<file path="config.mk">
export PLATFORM = sky130hd
export DESIGN_NAME = cursor_sprite_overlay_blend
export DESIGN_NICKNAME = d
export VERILOG_FILES = /design/src/design/cso_pkg.sv /design/src/design/cursor_sprite_overlay_blend.sv
export SDC_FILE = /design/constraint.sdc
export NUM_CORES = 1
export LEC_CHECK = 0
export BUFFER_PORTS_ARGS = -buffer_cell sky130_fd_sc_hd__buf_2
export CORE_MARGIN = 2
export CORE_UTILIZATION = 32
export CTS_BUF_LIST = sky130_fd_sc_hd__clkbuf_8
export CTS_CLUSTER_SIZE = 16
export DETAILED_ROUTE_END_ITERATION = 8
export RECOVER_POWER = 25
export SLEW_MARGIN = 20
export SYNTH_ARGS = -nofsm -noshare
export SYNTH_HDL_FRONTEND = slang
export SYNTH_SLANG_ARGS = --single-unit
export TNS_END_PERCENT = 100
</file>
<file path="constraint.sdc">
create_clock -name clk -period 6.5 [get_ports clk]
set_input_delay 0.325 -clock clk [delete_from_list [all_inputs] [get_ports clk]]
set_output_delay 0.325 -clock clk [all_outputs]
set_load 0.005 [all_outputs]
</file>
<file path="src/design/cso_pkg.sv">
// ----------------------------------------------------------------------------
// cso_pkg
// Shared types and constants for the cursor sprite overlay blender: payload
// words, register indexes and the arrow sprite art.
// ----------------------------------------------------------------------------
package cso_pkg;

  localparam int SPRITE_WIDTH  = 12;
  localparam int SPRITE_HEIGHT = 18;
  localparam int ART_W         = 12;
  localparam int ART_H         = 18;

  // texels actually drawn: sprite window clipped to the art
  localparam int SPR_W_LIM = (SPRITE_WIDTH  < ART_W) ? SPRITE_WIDTH  : ART_W;
  localparam int SPR_H_LIM = (SPRITE_HEIGHT < ART_H) ? SPRITE_HEIGHT : ART_H;

  localparam int COORD_W = 12;
  localparam int REG_W   = 13;
  localparam int DELTA_W = 14;
  localparam int IDX_W   = 3;

  localparam logic [7:0]  ALPHA_OUTLINE = 8'd220;
  localparam logic [7:0]  ALPHA_BODY    = 8'd235;
  localparam logic [7:0]  ALPHA_OPAQUE  = 8'hFF;

  // configuration register indexes
  localparam logic [IDX_W-1:0] REG_CURSOR_X     = 3'd0;
  localparam logic [IDX_W-1:0] REG_CURSOR_Y     = 3'd1;
  localparam logic [IDX_W-1:0] REG_CURSOR_VIS   = 3'd2;
  localparam logic [IDX_W-1:0] REG_FRAME_WIDTH  = 3'd3;
  localparam logic [IDX_W-1:0] REG_FRAME_HEIGHT = 3'd4;

  localparam logic [REG_W-1:0] FRAME_WIDTH_RST  = 13'd1920;
  localparam logic [REG_W-1:0] FRAME_HEIGHT_RST = 13'd1080;

  // arrow art, one row per entry, MSB is column 0
  localparam logic [ART_W-1:0] ART_LINE [ART_H] = '{
    12'b1000_0000_0000, 12'b1100_0000_0000, 12'b1010_0000_0000,
    12'b1001_0000_0000, 12'b1000_1000_0000, 12'b1000_0100_0000,
    12'b1000_0010_0000, 12'b1000_0001_0000, 12'b1000_0000_1000,
    12'b1000_0000_0100, 12'b1000_0000_0010, 12'b1000_0100_0010,
    12'b1001_0100_0010, 12'b1010_0100_0010, 12'b1100_0010_0010,
    12'b1000_0001_0010, 12'b0000_0001_0010, 12'b0000_0000_1100
  };

  localparam logic [ART_W-1:0] ART_BODY [ART_H] = '{
    12'b0000_0000_0000, 12'b0000_0000_0000, 12'b0100_0000_0000,
    12'b0110_0000_0000, 12'b0111_0000_0000, 12'b0111_1000_0000,
    12'b0111_1100_0000, 12'b0111_1110_0000, 12'b0111_1111_0000,
    12'b0111_1111_1000, 12'b0111_1111_1100, 12'b0111_1011_1100,
    12'b0110_0011_1100, 12'b0100_0011_1100, 12'b0000_0001_1100,
    12'b0000_0000_1100, 12'b0000_0000_1100, 12'b0000_0000_0000
  };

  typedef struct packed {
    logic [COORD_W-1:0] pix_col;
    logic [COORD_W-1:0] pix_row;
    logic [31:0]        pixel_in;
  } cso_in_t;

  typedef struct packed {
    logic [31:0] pixel_out;
    logic        covered;
  } cso_out_t;

endpackage

</file>
<file path="src/design/cursor_sprite_overlay_blend.sv">
// ----------------------------------------------------------------------------
// cursor_sprite_overlay_blend
// Hardware cursor overlay: blends a fixed arrow sprite over a BGRA pixel
// stream at a programmable signed position, one pixel per clock.
// ----------------------------------------------------------------------------
// An accepted start passes the input register and then the result register before the out_valid strobe.
// Throughput: one pixel word per cycle; busy is never raised.
// Path: input register, sprite lookup and blend, result register.
// Reset: synchronous rst_n clears the pipeline valids and loads the register
// reset values (cursor at 0,0 hidden, frame 1920x1080).
module cursor_sprite_overlay_blend
  import cso_pkg::*;
(
  input  logic                   clk,
  input  logic                   rst_n,
  input  logic                   start,
  output logic                   busy,
  input  cso_in_t                in_data,
  output logic                   out_valid,
  output cso_out_t               out_data,
  input  logic                   cfg_we,
  input  logic [IDX_W-1:0]       cfg_index,
  input  logic [REG_W-1:0]       cfg_wdata
);

  logic [REG_W-1:0] cur_x_r, cur_y_r, frame_w_r, frame_h_r;
  logic             cur_vis_r;

  logic             vld1_r;
  cso_in_t          in1_r;
  logic             out_valid_r;
  cso_out_t         out_r;
  cso_out_t         out_nxt;

  logic signed [DELTA_W-1:0] dx, dy;
  logic                      in_frame, in_sprite, is_line, is_body;
  logic [3:0]                bit_idx;
  logic [4:0]                row_idx;
  logic [ART_W-1:0]          line_row, body_row;

  function automatic logic [7:0] div255(input logic [13:0] x);
    logic [14:0] t;
    t = 15'(x) + 15'(x >> 8) + 15'd1;
    return t[14:7] >> 1;
  endfunction

  function automatic logic [7:0] blend_line(input logic [7:0] d);
    return div255(14'(d) * 14'd35);
  endfunction

  function automatic logic [7:0] blend_body(input logic [7:0] d);
    return ALPHA_BODY + div255(14'(d) * 14'd20);
  endfunction

  assign busy = 1'b0;

  // configuration
  always_ff @(posedge clk) begin
    if (!rst_n) begin
      cur_x_r   <= '0;
      cur_y_r   <= '0;
      cur_vis_r <= 1'b0;
      frame_w_r <= FRAME_WIDTH_RST;
      frame_h_r <= FRAME_HEIGHT_RST;
    end else if (cfg_we) begin
      case (cfg_index)
        REG_CURSOR_X:     cur_x_r   <= cfg_wdata;
        REG_CURSOR_Y:     cur_y_r   <= cfg_wdata;
        REG_CURSOR_VIS:   cur_vis_r <= cfg_wdata[0];
        REG_FRAME_WIDTH:  frame_w_r <= cfg_wdata;
        REG_FRAME_HEIGHT: frame_h_r <= cfg_wdata;
        default: ;
      endcase
    end
  end

  // input register
  always_ff @(posedge clk) begin
    if (!rst_n) begin
      vld1_r <= 1'b0;
    end else begin
      vld1_r <= start & ~busy;
    end
  end

  always_ff @(posedge clk) begin
    if (start & ~busy) begin
      in1_r <= in_data;
    end
  end

  // sprite hit and blend
  always_comb begin
    dx = $signed({2'b00, in1_r.pix_col}) - $signed({cur_x_r[REG_W-1], cur_x_r});
    dy = $signed({2'b00, in1_r.pix_row}) - $signed({cur_y_r[REG_W-1], cur_y_r});
    in_frame  = cur_vis_r &&
                ({1'b0, in1_r.pix_col} < frame_w_r) &&
                ({1'b0, in1_r.pix_row} < frame_h_r);
    in_sprite = !dx[DELTA_W-1] && !dy[DELTA_W-1] &&
                (dx < DELTA_W'(SPR_W_LIM)) && (dy < DELTA_W'(SPR_H_LIM));
    bit_idx  = 4'(ART_W - 1) - dx[3:0];
    row_idx  = in_sprite ? dy[4:0] : '0;
    line_row = ART_LINE[row_idx];
    body_row = ART_BODY[row_idx];
    is_line  = in_frame && in_sprite && line_row[bit_idx];
    is_body  = in_frame && in_sprite && body_row[bit_idx];

    out_nxt.pixel_out = in1_r.pixel_in;
    out_nxt.covered   = 1'b0;
    if (is_line) begin
      out_nxt.pixel_out = {ALPHA_OPAQUE, blend_line(in1_r.pixel_in[23:16]),
                           blend_line(in1_r.pixel_in[15:8]),
                           blend_line(in1_r.pixel_in[7:0])};
      out_nxt.covered   = 1'b1;
    end else if (is_body) begin
      out_nxt.pixel_out = {ALPHA_OPAQUE, blend_body(in1_r.pixel_in[23:16]),
                           blend_body(in1_r.pixel_in[15:8]),
                           blend_body(in1_r.pixel_in[7:0])};
      out_nxt.covered   = 1'b1;
    end
  end

  // result register
  always_ff @(posedge clk) begin
    if (!rst_n) begin
      out_valid_r <= 1'b0;
    end else begin
      out_valid_r <= vld1_r;
    end
  end

  always_ff @(posedge clk) begin
    if (vld1_r) begin
      out_r <= out_nxt;
    end
  end

  assign out_valid = out_valid_r;
  assign out_data  = out_r;

`ifndef SYNTHESIS
  a_accept_to_result: assert property (@(posedge clk) disable iff (!rst_n)
    (start && !busy) |-> ##2 out_valid)
    else $error("accepted word did not produce a result two cycles later");

  a_covered_opaque: assert property (@(posedge clk) disable iff (!rst_n)
    (out_valid && out_data.covered) |-> (out_data.pixel_out[31:24] == ALPHA_OPAQUE))
    else $error("covered pixel without opaque alpha");

  a_pass_through: assert property (@(posedge clk) disable iff (!rst_n)
    (vld1_r && !out_nxt.covered) |=> (out_data.pixel_out == $past(in1_r.pixel_in)))
    else $error("uncovered pixel was modified");

  a_hidden_no_cover: assert property (@(posedge clk) disable iff (!rst_n)
    (vld1_r && !cur_vis_r) |=> !out_data.covered)
    else $error("pixel covered while cursor hidden");
`endif

endmodule
</file>
Word-level counts from Yosys, hierarchy flattened
Memories as Yosys holds them, arrays and structs flattened. Index checks and enable logic that the tools add are counted.

Register bits: 144. Bits in latches: 0. Bits in writable memories: 0. Memory bits (read-only): 768. Input bits: 76. Memories kept: 2.

Add/sub/neg operators: 18. Multiply operators: 6. Divide/modulo/power cells: 0. Magnitude comparators: 6. Equal/unequal tests: 4. Shifts and indexed selects: 0. Muxes and demuxes: 11. Bitwise gates (word level): 1. Reductions and logical operators: 17.

Memory list: (no name shown) (depth 32, bits a word 12, rd ports 1, clocked after memory_dff 0, wr ports 0, RTL line cursor_sprite_overlay_blend.sv:104) `body_row = ART_BODY[row_idx];`; (no name shown) (depth 32, bits a word 12, rd ports 1, clocked after memory_dff 0, wr ports 0, RTL line cursor_sprite_overlay_blend.sv:103) `line_row = ART_LINE[row_idx];`.

Operators with widths (count): 2-to-1 mux 12 bit (4); adder 14 x 1 -> 15 bit (second input constant) (3); adder 14 x 6 -> 15 bit (3); adder 15 x 1 -> 15 bit (second input constant) (3); adder 13 x 5 -> 14 bit (3); multiplier 8 x 6 -> 14 bit (second input constant) (3); multiplier 8 x 3 -> 11 bit (second input constant) (3); subtractor 13 x 13 -> 14 bit (2); < comparator 12 x 13 -> 1 bit (2); 2-to-1 mux 25 bit (1); adder 8 x 7 -> 8 bit (first input constant) (3); 2-to-1 mux 24 bit (1); < comparator 14 x 5 -> 1 bit (second input constant) (1); < comparator 14 x 6 -> 1 bit (second input constant) (1); AND reduction 2 bit (5); binary-select mux 1 bit (select 4 bit) (2); logical AND 1 bit (8); equality test 3 x 2 -> 1 bit (second input constant) (2); greater-or-equal comparator 6 bit (second input constant) (1); NOT 5 -> 6 bit (1); < comparator 4 x 5 -> 1 bit (second input constant) (1); 2-to-1 mux 5 bit (1); subtractor 4 bit (first input constant) (1); equality test 3 x 1 -> 1 bit (second input constant) (1); other kinds (5) (7).

Logic depth before layout (Yosys ltp)
Gate-level depths: netlist of run 1.

Word-level depth: 15. Gate-level depth with buffers: 23. Mapped depth without buffers: 22.

Least setup slack after synthesis of run 1
Ideal clock, no wire load.

Path kind: flip-flop to flip-flop. From: register in1_r[6] (netlist bit). To: register out_r, in the netlist out_data[6], data pin. Setup time: 0.258 ns. Data arrival time: 4.665 ns. Data required time: 6.242 ns. Setup slack: 1.577 ns. Cell stages (with the launch flop): 24. Path buffers: 1. Period minus slack after synthesis: 4.923 ns. Path through: edfxtp_1 -> ha_1 -> ha_1 -> inv_1 -> fa_1 -> inv_1 -> ha_1 -> clkbuf_1 -> o21ai_0 -> o21ai_0 -> a21oi_1 -> nor2b_1 -> nor2_1 -> xnor2_1 -> ha_1 -> o21a_1 -> o21a_1 -> o21a_1 -> o22ai_1 -> nor3b_1 -> and4_1 -> xnor2_1 -> a2bb2oi_1 -> o2bb2ai_1.

RTL lines: from (decl) (RTL line cursor_sprite_overlay_blend.sv:30) `cso_in_t in1_r;`; from (signal assigned) (RTL line cursor_sprite_overlay_blend.sv:88) `in1_r <= in_data;`; to (signal assigned) (RTL line cursor_sprite_overlay_blend.sv:134) `out_r <= out_nxt;`; to (decl) (RTL line cursor_sprite_overlay_blend.sv:32) `cso_out_t out_r;`.

==> results.json, run 1 <==
{
  "dp_cells": 1983,
  "finalSetupViolCount": 0,
  "grt_max_degree": 58,
  "ant_nets": 0,
  "clockBufferDepth": 2,
  "avgSynthCellArea_um2": 8.921,
  "drt_iter0_drc": 604,
  "dieArea_mm2": 0.04031,
  "max-vdd-ir-drop_uv": 138.2,
  "vias": 10580,
  "fin_setup_tns_ns": 0,
  "relSlewSlack_pct": -137.6,
  "preCtsSetupSlack_ns": 1.116,
  "start_util_pct": 32.21,
  "synth.area.top_cells": "edfxtp_1 22%, ha_1 18%, dfxtp_1 8.9%",
  "syn-num-nets": 1664,
  "fp.dieH_um": 200.8,
  "final_area_mm2": 0.01434,
  "timing.hold.ws_ns": 0.09074,
  "fin_crit_ns": 5.426,
  "drv_cap": 2,
  "cts-root-buf": "clkbuf_8",
  "vias_per_cell": 5.120,
  "place_congestion": 0.8689,
  "numCtsBuffers": 17,
  "route.detailed.drc": 0,
  "fmax_mhz": 184.3,
  "tightest_slew_ns": 3.564,
  "dr.pass1.iters": 5,
  "ys_seq_area_share_pct": 30.46,
  "port-buffer-count": 109,
  "wl_mm": 33.18,
  "yosys.area.top_type": "edfxtp_1",
  "finalPower_mw": 3.317,
  "grt_usage_pct": 16.66,
  "clk_latency_ns": 0.49,
  "fin_nets": 1810,
  "final_cells": 2067,
  "syn2layout_area_growth_pct": 15.72,
  "grt_overflow_total": 0,
  "drive_gt1_share_pct": 10.92,
  "cp_data_arrival_time_ns": 5.67,
  "leakage_nw": 5.895,
  "critPathKind": "reg2reg",
  "ys_seq_elements": 144,
  "fill_cells": 3947,
  "grt_pass1_vias": 10290,
  "clkTransAtPathRegs_ns": 0.10,
  "yosys_warnings": 0,
  "antenna_found_initial": 1,
  "cts_sinks": 144,
  "postCtsSetupRepairBufs": 0,
  "fp.dieW_um": 200.8,
  "power.density_mw_per_mm2": 231.3,
  "place_area_mm2": 0.01346,
  "ios": 111,
  "synthArstFlopShare_pct": 0,
  "row_count": 72,
  "crit_fanout": 8,
  "coreArea_mm2": 0.03847,
  "fin_ws_ns": 1.074,
  "outcome": "finished with violations",
  "netlist_area_mm2": 0.01239,
  "violations": "capacitance limit, slew limit",
  "wl_per_cell_um": 16.05,
  "synthTopCellsByCount": "182 x ha_1, 162 x nand2_1, 144 x inv_1",
  "synth.most_common_cell": "ha_1",
  "yosysTopAreaCellShare_pct": 21.57,
  "cp-end-kind": "flop",
  "cts_tree": "yes",
  "startpoint_type": "flop",
  "hold_class": "in2reg",
  "dp_hpwl_mm": 25.14,
  "finalCritPeriodShare_pct": 83.47,
  "required_ns": 6.75,
  "yosysUniqueCellTypes": 93,
  "utilization_pct": 37.28,
  "grt_pass1_wl_mm": 53.71,
  "ys.flop_type": "edfxtp_1",
  "finalHoldViolCount": 0,
  "rsz0062_at_grt": "false",
  "skew_ns": 0.01809,
  "synthCells": 1389,
  "slew_viol_final": 114,
  "htreeDepth": 4,
  "synth_edf_count": 89
}
## flip-flops by register name (all words and copies together), names as in the netlist
| name | cells |
|---|---|
| cur_x_r | 13 |
| frame_w_r | 13 |
| cur_y_r | 13 |
| frame_h_r | 13 |
| in1_r | 56 |
| cur_vis_r | 1 |
| out_valid | 1 |
| vld1_r | 1 |
| out_data | 33 |
## placed cells by master (no fill, tap or decap), types with 11 or more instances in the layout
master / netlist / routed
ha_1: 182 / 182
nand2_1: 162 / 162
inv_1: 144 / 145
buf_2: 5 / 100
edfxtp_1: 89 / 89
o21ai_0: 75 / 75
nor2_1: 66 / 66
a21oi_1: 57 / 57
dfxtp_1: 55 / 54
dlygate4sd3_1: 0 / 51
a21boi_0: 49 / 49
nand3_1: 31 / 31
xnor2_1: 31 / 31
nand2b_1: 26 / 26
nor2b_1: 25 / 25
a21o_1: 25 / 25
o211ai_1: 22 / 22
xor2_1: 19 / 19
nor3_1: 19 / 18
clkbuf_8: 0 / 18
o21a_1: 17 / 17
fa_1: 17 / 17
o2111ai_1: 11 / 11
o31ai_1: 11 / 11
and2_1: 11 / 11
nand4_1: 11 / 11
nor4_1: 11 / 11
## worst max-delay path: stages (launching register included)
cell and delay (ns):
edfxtp_1 0.54, ha_1 0.34, ha_1 0.27, inv_1 0.06
fa_1 0.53, inv_1 0.04, ha_1 0.34, o21a_1 0.21
o31a_1 0.11, o21a_1 0.19, o21ai_0 0.24, a21oi_1 0.14
xor2_1 0.33, ha_1 0.24, o21a_1 0.13, o21a_1 0.11
o22a_1 0.18, nand2_1 0.11, nor4_1 0.52, xor2_1 0.13
a32o_1 0.28, a21o_1 0.15
## area by class of cell
| cell class | instances | area, um2 | area share, % |
|---|---|---|---|
| Antenna cell | 1 | 2.502 | 0.01745 |
| Clock buffer | 18 | 247.7 | 1.728 |
| Clock inverter | 14 | 132.6 | 0.9250 |
| Inverter | 146 | 548.0 | 3.822 |
| Multi-Input combinational cell | 1060 | 7899 | 55.09 |
| Sequential cell | 144 | 3775 | 26.33 |
| Tap cell | 518 | 648.1 | 4.520 |
| Timing Repair Buffer | 166 | 1086 | 7.574 |
## path summary, 6_finish.rpt
kind | start | to | slack (ns) | cells past startpoint
worst max-delay path | in1_r[22] | out_data[20] | 1.07 | 21
worst min-delay path | in_data[19] | in1_r[19] | 0.09 | 1
worst max register to register | in1_r[22] | out_data[20] | 1.07 | 21
worst min register to register | frame_h_r[6] | frame_h_r[6] | 0.47 | 2
## report_power, final
group          total (mW)  internal, mW  switching, mW
Combinational        1.50         0.639          0.864
Sequential           1.09          1.03         0.0584
Clock               0.726         0.318          0.408
Total                3.32          1.99           1.33
## metal layers
layer	share of wire [%]	GRT usage (%)
met5	0	0
met4	1.9	4.788
met3	3.8	2.971
met2	47	28.11
met1	47	21.81
## kinds of logic (layout without fill, tap and decap cells)
| logic type | count (synthesis) | after routing | synth area share, % |
|---|---|---|---|
| adders and majority gates | 202 | 202 | 21.37 |
| muxes | 4 | 4 | 0.3231 |
| other | 1 | 2 | 0.03026 |
| DFF | 144 | 144 | 30.46 |
| AOI/OAI and AO/OA | 373 | 373 | 20.97 |
| xor gates and xnor gates | 51 | 51 | 3.666 |
| and+or+nand+nor | 429 | 429 | 17.32 |
| buffers and inverters | 185 | 344 | 5.867 |
## what timing repair did
item                      4_1_cts  5_1_grt
resized for setup               0        0
hold buffers                   50        1
hold endpoints to repair       50        1
No activity file was read; power rests on OpenSTA's default activity.
==> run 2, diff against run 1 <==
==> constraint.sdc (replaced) <==
create_clock -name clk -period 4.8 [get_ports clk]
set_input_delay 0.24 -clock clk [delete_from_list [all_inputs] [get_ports clk]]
set_output_delay 0.24 -clock clk [all_outputs]
set_load 0.005 [all_outputs]
==> results.json, run 2 (synthesis gave the netlist of run 1 again) <==
{
  "port-buffer-count": 109,
  "start_util_pct": 32.21,
  "ant_nets": 0,
  "wl_met3_mm": 1.235,
  "vias_per_cell": 5.112,
  "critPathKind": "reg2reg",
  "dr.pass1.iters": 6,
  "numCtsBuffers": 17,
  "ios": 111,
  "fp.dieH_um": 200.8,
  "cts_tree": "yes",
  "vias": 10980,
  "grt_usage_pct": 16.68,
  "crit_fanout": 5,
  "max-vdd-ir-drop_uv": 253.2,
  "cts-root-buf": "clkbuf_8",
  "leakage_nw": 6.333,
  "drt_iter0_drc": 690,
  "timing.hold.ws_ns": 0.05768,
  "coreArea_mm2": 0.03847,
  "antenna_found_initial": 1,
  "drv_cap": 2,
  "violations": "capacitance limit, slew limit",
  "drive_gt1_share_pct": 18.91,
  "fill_cells": 3902,
  "grt_max_degree": 58,
  "row_count": 72,
  "highest_layer": "met4",
  "hold_class": "in2reg",
  "dp_hpwl_mm": 25.87,
  "largest_reg_flops": 56,
  "hold_path_end": "frame_w_r[2]",
  "p_comb_share_pct": 50.3,
  "seqPwrFrac_pct": 29.3,
  "cts_sinks": 144,
  "fin_crit_ns": 4.673,
  "slew_viol_final": 114,
  "met1_length_mm": 15.24,
  "swShare_pct": 39.58,
  "fmax_mhz": 214.0,
  "rr_startpoint": "in1_r[21]",
  "min_from": "cfg_wdata[2]",
  "grt_pass1_vias": 10520,
  "syn2layout_area_growth_pct": 23.86,
  "grt_pass1_wl_mm": 53.68,
  "finalCritPeriodShare_pct": 97.35,
  "layout_common_cells": "168 x ha_1, 159 x nand2_1, 139 x inv_1",
  "skew_ns": 0.02443,
  "route.detailed.drc": 0,
  "place_congestion": 0.8837,
  "fp.dieW_um": 200.8,
  "required_ns": 5.07,
  "clk_latency_ns": 0.50,
  "reg2reg_depth": 20,
  "utilization_pct": 39.90,
  "tightest_slew_ns": 3.732,
  "rsz0062_at_grt": "true",
  "relSlewSlack_pct": -148.8,
  "wl_per_cell_um": 15.85,
  "startpoint_type": "flop",
  "fin_nets": 1891,
  "cp_data_arrival_time_ns": 4.94,
  "min_path_cells": 3,
  "top_register": "in1_r",
  "finalSetupViolCount": 0,
  "wl_met2_mm": 17.03,
  "pwr-share-clk_pct": 20.4,
  "power.density_mw_per_mm2": 323.4,
  "cp-end-kind": "flop",
  "dieArea_mm2": 0.04031,
  "p_switching_mw": 1.965,
  "htreeDepth": 4,
  "finalHoldViolCount": 0,
  "p_int_mw": 2.999,
  "layout.cells.most_common": "ha_1",
  "outcome": "finished with violations",
  "fin_setup_tns_ns": 0,
  "wl_mm": 34.04,
  "clkTransAtPathRegs_ns": 0.10,
  "clockBufferDepth": 2,
  "grt_overflow_total": 0,
  "rrSetupSlack_ns": 0.13,
  "r2r_end": "out_data[20]"
}
## run 2: changes by cell type in the layout (fill, tap and decap cells not counted), moves of 8 or more
cell     previous run  this run
a21oi_1            57        48
a21oi_2             2        10
buf_4               5        81
ha_1              182       168
ha_4                0         8
o21ai_0            75        65
o21ai_1             3        11
## run 2: per-layer routing
metal / global-route usage, % / up-vias
li1: - / 5505
met1: 20.59 / 5199
met2: 29.66 / 236
met3: 2.955 / 41
met4: 4.841 / 0
met5: 0 / -
## run 2: power groups by stage
stage / registers (mW) / logic (mW) / clock network (mW)
after detailed placement: 1.48 / 2.14 / 0
after CTS: 1.46 / 2.21 / 1.05
after global routing: 1.46 / 2.77 / 1.10
after floorplan: 1.47 / 1.53 / 0
after global placement: 1.48 / 2.08 / 0
final: 1.45 / 2.50 / 1.01
## run 2: stage by stage
step	setup WS [ns]	std cells	area [um2]	power, mW
after floorplan	0.005413	1389	12400	2.997
after global placement	0.02606	2032	13840	3.567
after detailed placement	-0.1142	2032	13840	3.623
after CTS	0.0002243	2120	14820	4.721
after global routing	-0.06528	2148	15350	5.334
final	0.1273	2148	15350	4.963
## run 2: cell type report
| cell class | instances | area, um2 | share of cell area, % |
|---|---|---|---|
| clock inverter | 15 | 158.9 | 1.035 |
| multi-input combinational | 1060 | 8272 | 53.90 |
| timing repair buffer | 247 | 1709 | 11.14 |
| tap | 518 | 648.1 | 4.223 |
| sequential | 144 | 3775 | 24.60 |
| antenna | 1 | 2.502 | 0.01631 |
| clock buffer | 17 | 234.0 | 1.525 |
| inverter | 146 | 548.0 | 3.571 |
## run 2: how the worst max path moves through the flow
stage                    from      endpoint  slack (ns)  cells past startpoint
floorplan           in1_r[14]  out_data[15]       0.005                     21
global placement    in1_r[22]  out_data[20]        0.03                     21
detailed placement  in1_r[13]  out_data[15]       -0.11                     21
CTS                  in1_r[2]   out_data[6]      0.0002                     20
global route        in1_r[22]  out_data[20]       -0.07                     21
finish              in1_r[21]  out_data[20]        0.13                     20
## run 2: what timing repair did
item	4_1_cts	5_1_grt
endpoints found under the hold margin	56	0
pin swaps	0	41
resized for setup	7	76
setup endpoints to repair	11	19
buffers inserted	0	27
hold buffers	56	0
## run 2: critical path, stage by stage (launching register included)
cell      delay [ns]
edfxtp_1        0.39
buf_4           0.18
ha_1            0.27
ha_1            0.28
ha_1            0.32
ha_4            0.27
nor2b_2         0.17
o31a_1          0.24
o21a_1          0.21
o21ai_2         0.19
a21oi_2         0.09
xor2_1          0.18
ha_2            0.32
o21a_1          0.12
o21a_1          0.12
o22a_1          0.17
nand2_2         0.10
nor4_4          0.33
xor2_1          0.11
a32o_1          0.25
a21o_1          0.14
==> run 3, diff against run 2 <==
--- a/config.mk
+++ b/config.mk
@@ -7,10 +7,11 @@
 export LEC_CHECK = 0
 export BUFFER_PORTS_ARGS = -buffer_cell sky130_fd_sc_hd__buf_2
 export CORE_MARGIN = 2
-export CORE_UTILIZATION = 32
+export CORE_UTILIZATION = 55
 export CTS_BUF_LIST = sky130_fd_sc_hd__clkbuf_8
 export CTS_CLUSTER_SIZE = 16
 export DETAILED_ROUTE_END_ITERATION = 8
+export PLACE_DENSITY = 0.78
 export RECOVER_POWER = 25
 export SLEW_MARGIN = 20
 export SYNTH_ARGS = -nofsm -noshare
==> constraint.sdc (replaced) <==
create_clock -name clk -period 4.8 [get_ports clk]
set_input_delay 0.48 -clock clk [delete_from_list [all_inputs] [get_ports clk]]
set_output_delay 0.48 -clock clk [all_outputs]
set_load 0.005 [all_outputs]
==> results.json, run 3 (synthesis gave the netlist of run 1 again) <==
{
  "max-vdd-ir-drop_uv": 205.9,
  "fin_setup_tns_ns": 0,
  "finalHoldViolCount": 0,
  "min_path_cells": 1,
  "diodes": 0,
  "rrSetupSlack_ns": 0.04,
  "rsz0062_at_grt": "true",
  "dp_hpwl_mm": 23.53,
  "cp-end-kind": "flop",
  "final_area_mm2": 0.01460,
  "cpMostUsedCell": "o21a_1",
  "p_switching_mw": 2.049,
  "layout.cells.most_common": "ha_1",
  "required_ns": 5.05,
  "clk_latency_ns": 0.50,
  "relSlewSlack_pct": -134.8,
  "hold_path_end": "in1_r[8]",
  "ctsHoldBuffers": 0,
  "power.density_mw_per_mm2": 340.7,
  "vias_per_cell": 6.007,
  "p_comb_share_pct": 50.6,
  "grt_pass1_vias": 10550,
  "row_count": 54,
  "finalCritPeriodShare_pct": 99.14,
  "layout_common_cells": "168 x ha_1, 160 x nand2_1, 141 x inv_1",
  "critical-path-slowest-cell": "fa_1",
  "slew_viol_final": 149,
  "outcome": "finished with violations",
  "leakage_nw": 6.141,
  "min_from": "in_data[8]",
  "violations": "capacitance limit, slew limit",
  "reg2reg_depth": 21,
  "start_util_pct": 56.43,
  "p_int_mw": 2.924,
  "finalSetupViolCount": 0,
  "htreeDepth": 4,
  "grt_pass1_wl_mm": 50.50,
  "cts_tree": "yes",
  "fmax_mhz": 210.1,
  "ant_nets": 0,
  "numCtsBuffers": 17,
  "drive_gt1_share_pct": 20.20,
  "r2r_end": "out_data[20]",
  "coreArea_mm2": 0.02196,
  "hold_class": "in2reg",
  "skew_ns": 0.02582,
  "cp_cell_sequence": "ha_1 > ha_1 > inv_2 > fa_1 > inv_2 > ha_4 > o21a_1 > o31a_1 > o21a_1 > o21ai_2 > a21oi_2 > xor2_1 > ha_2 > o21a_1 > o21a_1 > o22a_1 > nand2_2 > nor4_4 > xor2_1 > a32o_1 > a21o_1",
  "dr.pass1.iters": 5,
  "clkTransAtPathRegs_ns": 0.11,
  "cts_sinks": 144,
  "critPathMaxStageDelay_ns": 0.48,
  "largest_reg_flops": 56,
  "vias": 11140,
  "grt_overflow_total": 0,
  "dieArea_mm2": 0.02375,
  "fill_cells": 1757,
  "dp_cells": 1790,
  "cts-root-buf": "clkbuf_8",
  "finalPower_mw": 4.974,
  "drt_iter0_drc": 750,
  "place_area_mm2": 0.01351,
  "swShare_pct": 41.20,
  "drv_cap": 3,
  "rr_startpoint": "in1_r[22]",
  "fin_crit_ns": 4.759,
  "syn2layout_area_growth_pct": 17.83,
  "fp.dieH_um": 154.1,
  "port-buffer-count": 109,
  "crit_fanout": 4,
  "grt_usage_pct": 26.34,
  "final_cells": 1854,
  "clockBufferDepth": 2,
  "grt_max_degree": 58,
  "fp.dieW_um": 154.1,
  "antenna_found_initial": 0,
  "critPathKind": "reg2reg",
  "tightest_slew_ns": 3.522,
  "place_congestion": 0.9128,
  "route.detailed.drc": 0,
  "top_register": "in1_r",
  "utilization_pct": 66.49,
  "fin_nets": 1836,
  "pwr-share-clk_pct": 20.4,
  "ios": 111,
  "wl_per_cell_um": 17.38,
  "startpoint_type": "flop",
  "cp_data_arrival_time_ns": 5.01,
  "wl_mm": 32.22,
  "seqPwrFrac_pct": 29.0
}
run 3: cell count changes in the layout (fill, tap and decap cells not counted), sizes merged:
cell,before,now
clkbuf,25,21
buf,183,188
clkinv,6,10
inv,152,151
diode,1,0
clkinvlp,1,0
bufinv,2,0
dlygate4sd3,56,0
run 3: critical path: cells and delay by family, from the launching register on:
| kind | cells | cell delay [ns] |
|---|---|---|
| and+or+nand+nor | 2 | 0.48 |
| adders and majority gates | 5 | 1.61 |
| AOI/OAI and AO/OA | 10 | 1.60 |
| buffers and inverters | 2 | 0.09 |
| DFF | 1 | 0.43 |
| xor gates and xnor gates | 2 | 0.30 |
run 3: stage by stage:
stage | setup WS [ns] | hold WS, ns
final | 0.04131 | 0.1441
after detailed placement | -0.04258 | 0.4590
after floorplan | 0.005413 | 0.4389
after global routing | -0.1642 | 0.1313
after CTS | -0.01079 | 0.1295
after global placement | 0.1014 | 0.4516
run 3: routing by layer:
metal  GRT usage (%)  up-vias  wire length (um)
met5               0        -                 0
met4           8.945        0               903
met3           3.720       65              1798
met1           34.10     5302             13780
li1                -     5399                 -
met2           45.27      371             15740
run 3: power groups by stage:
stage / registers (mW) / logic, mW / clock network, mW
floorplan: 1.47 / 1.53 / 0
global placement: 1.47 / 2.05 / 0
detailed placement: 1.47 / 2.12 / 0
CTS: 1.45 / 2.16 / 1.03
global route: 1.45 / 2.77 / 1.08
finish: 1.44 / 2.52 / 1.01
run 3: layout make-up:
cell class,instances,area (um2),share of cell area [%]
Multi-Input combinational cell,1060,8337,57.10
Sequential cell,144,3774,25.85
Timing Repair Buffer,192,1166,7.987
Inverter,146,548.0,3.754
Tap cell,280,350.3,2.400
Clock buffer,17,234.0,1.603
Clock inverter,15,191.4,1.311
run 3: how the worst max path moves through the flow:
stage	to	from	slack [ns]
after global routing	out_data[20]	in1_r[22]	-0.16
after global placement	out_data[20]	in1_r[22]	0.10
after floorplan	out_data[15]	in1_r[14]	0.005
after detailed placement	out_data[20]	in1_r[22]	-0.04
after CTS	out_data[20]	in1_r[22]	-0.01
final	out_data[20]	in1_r[22]	0.04
run 3: timing repair:
item | CTS | global route
pin swaps | 0 | 47
gates resized for setup | 5 | 81
endpoints found under the setup margin | 6 | 24
setup buffers | 1 | 31
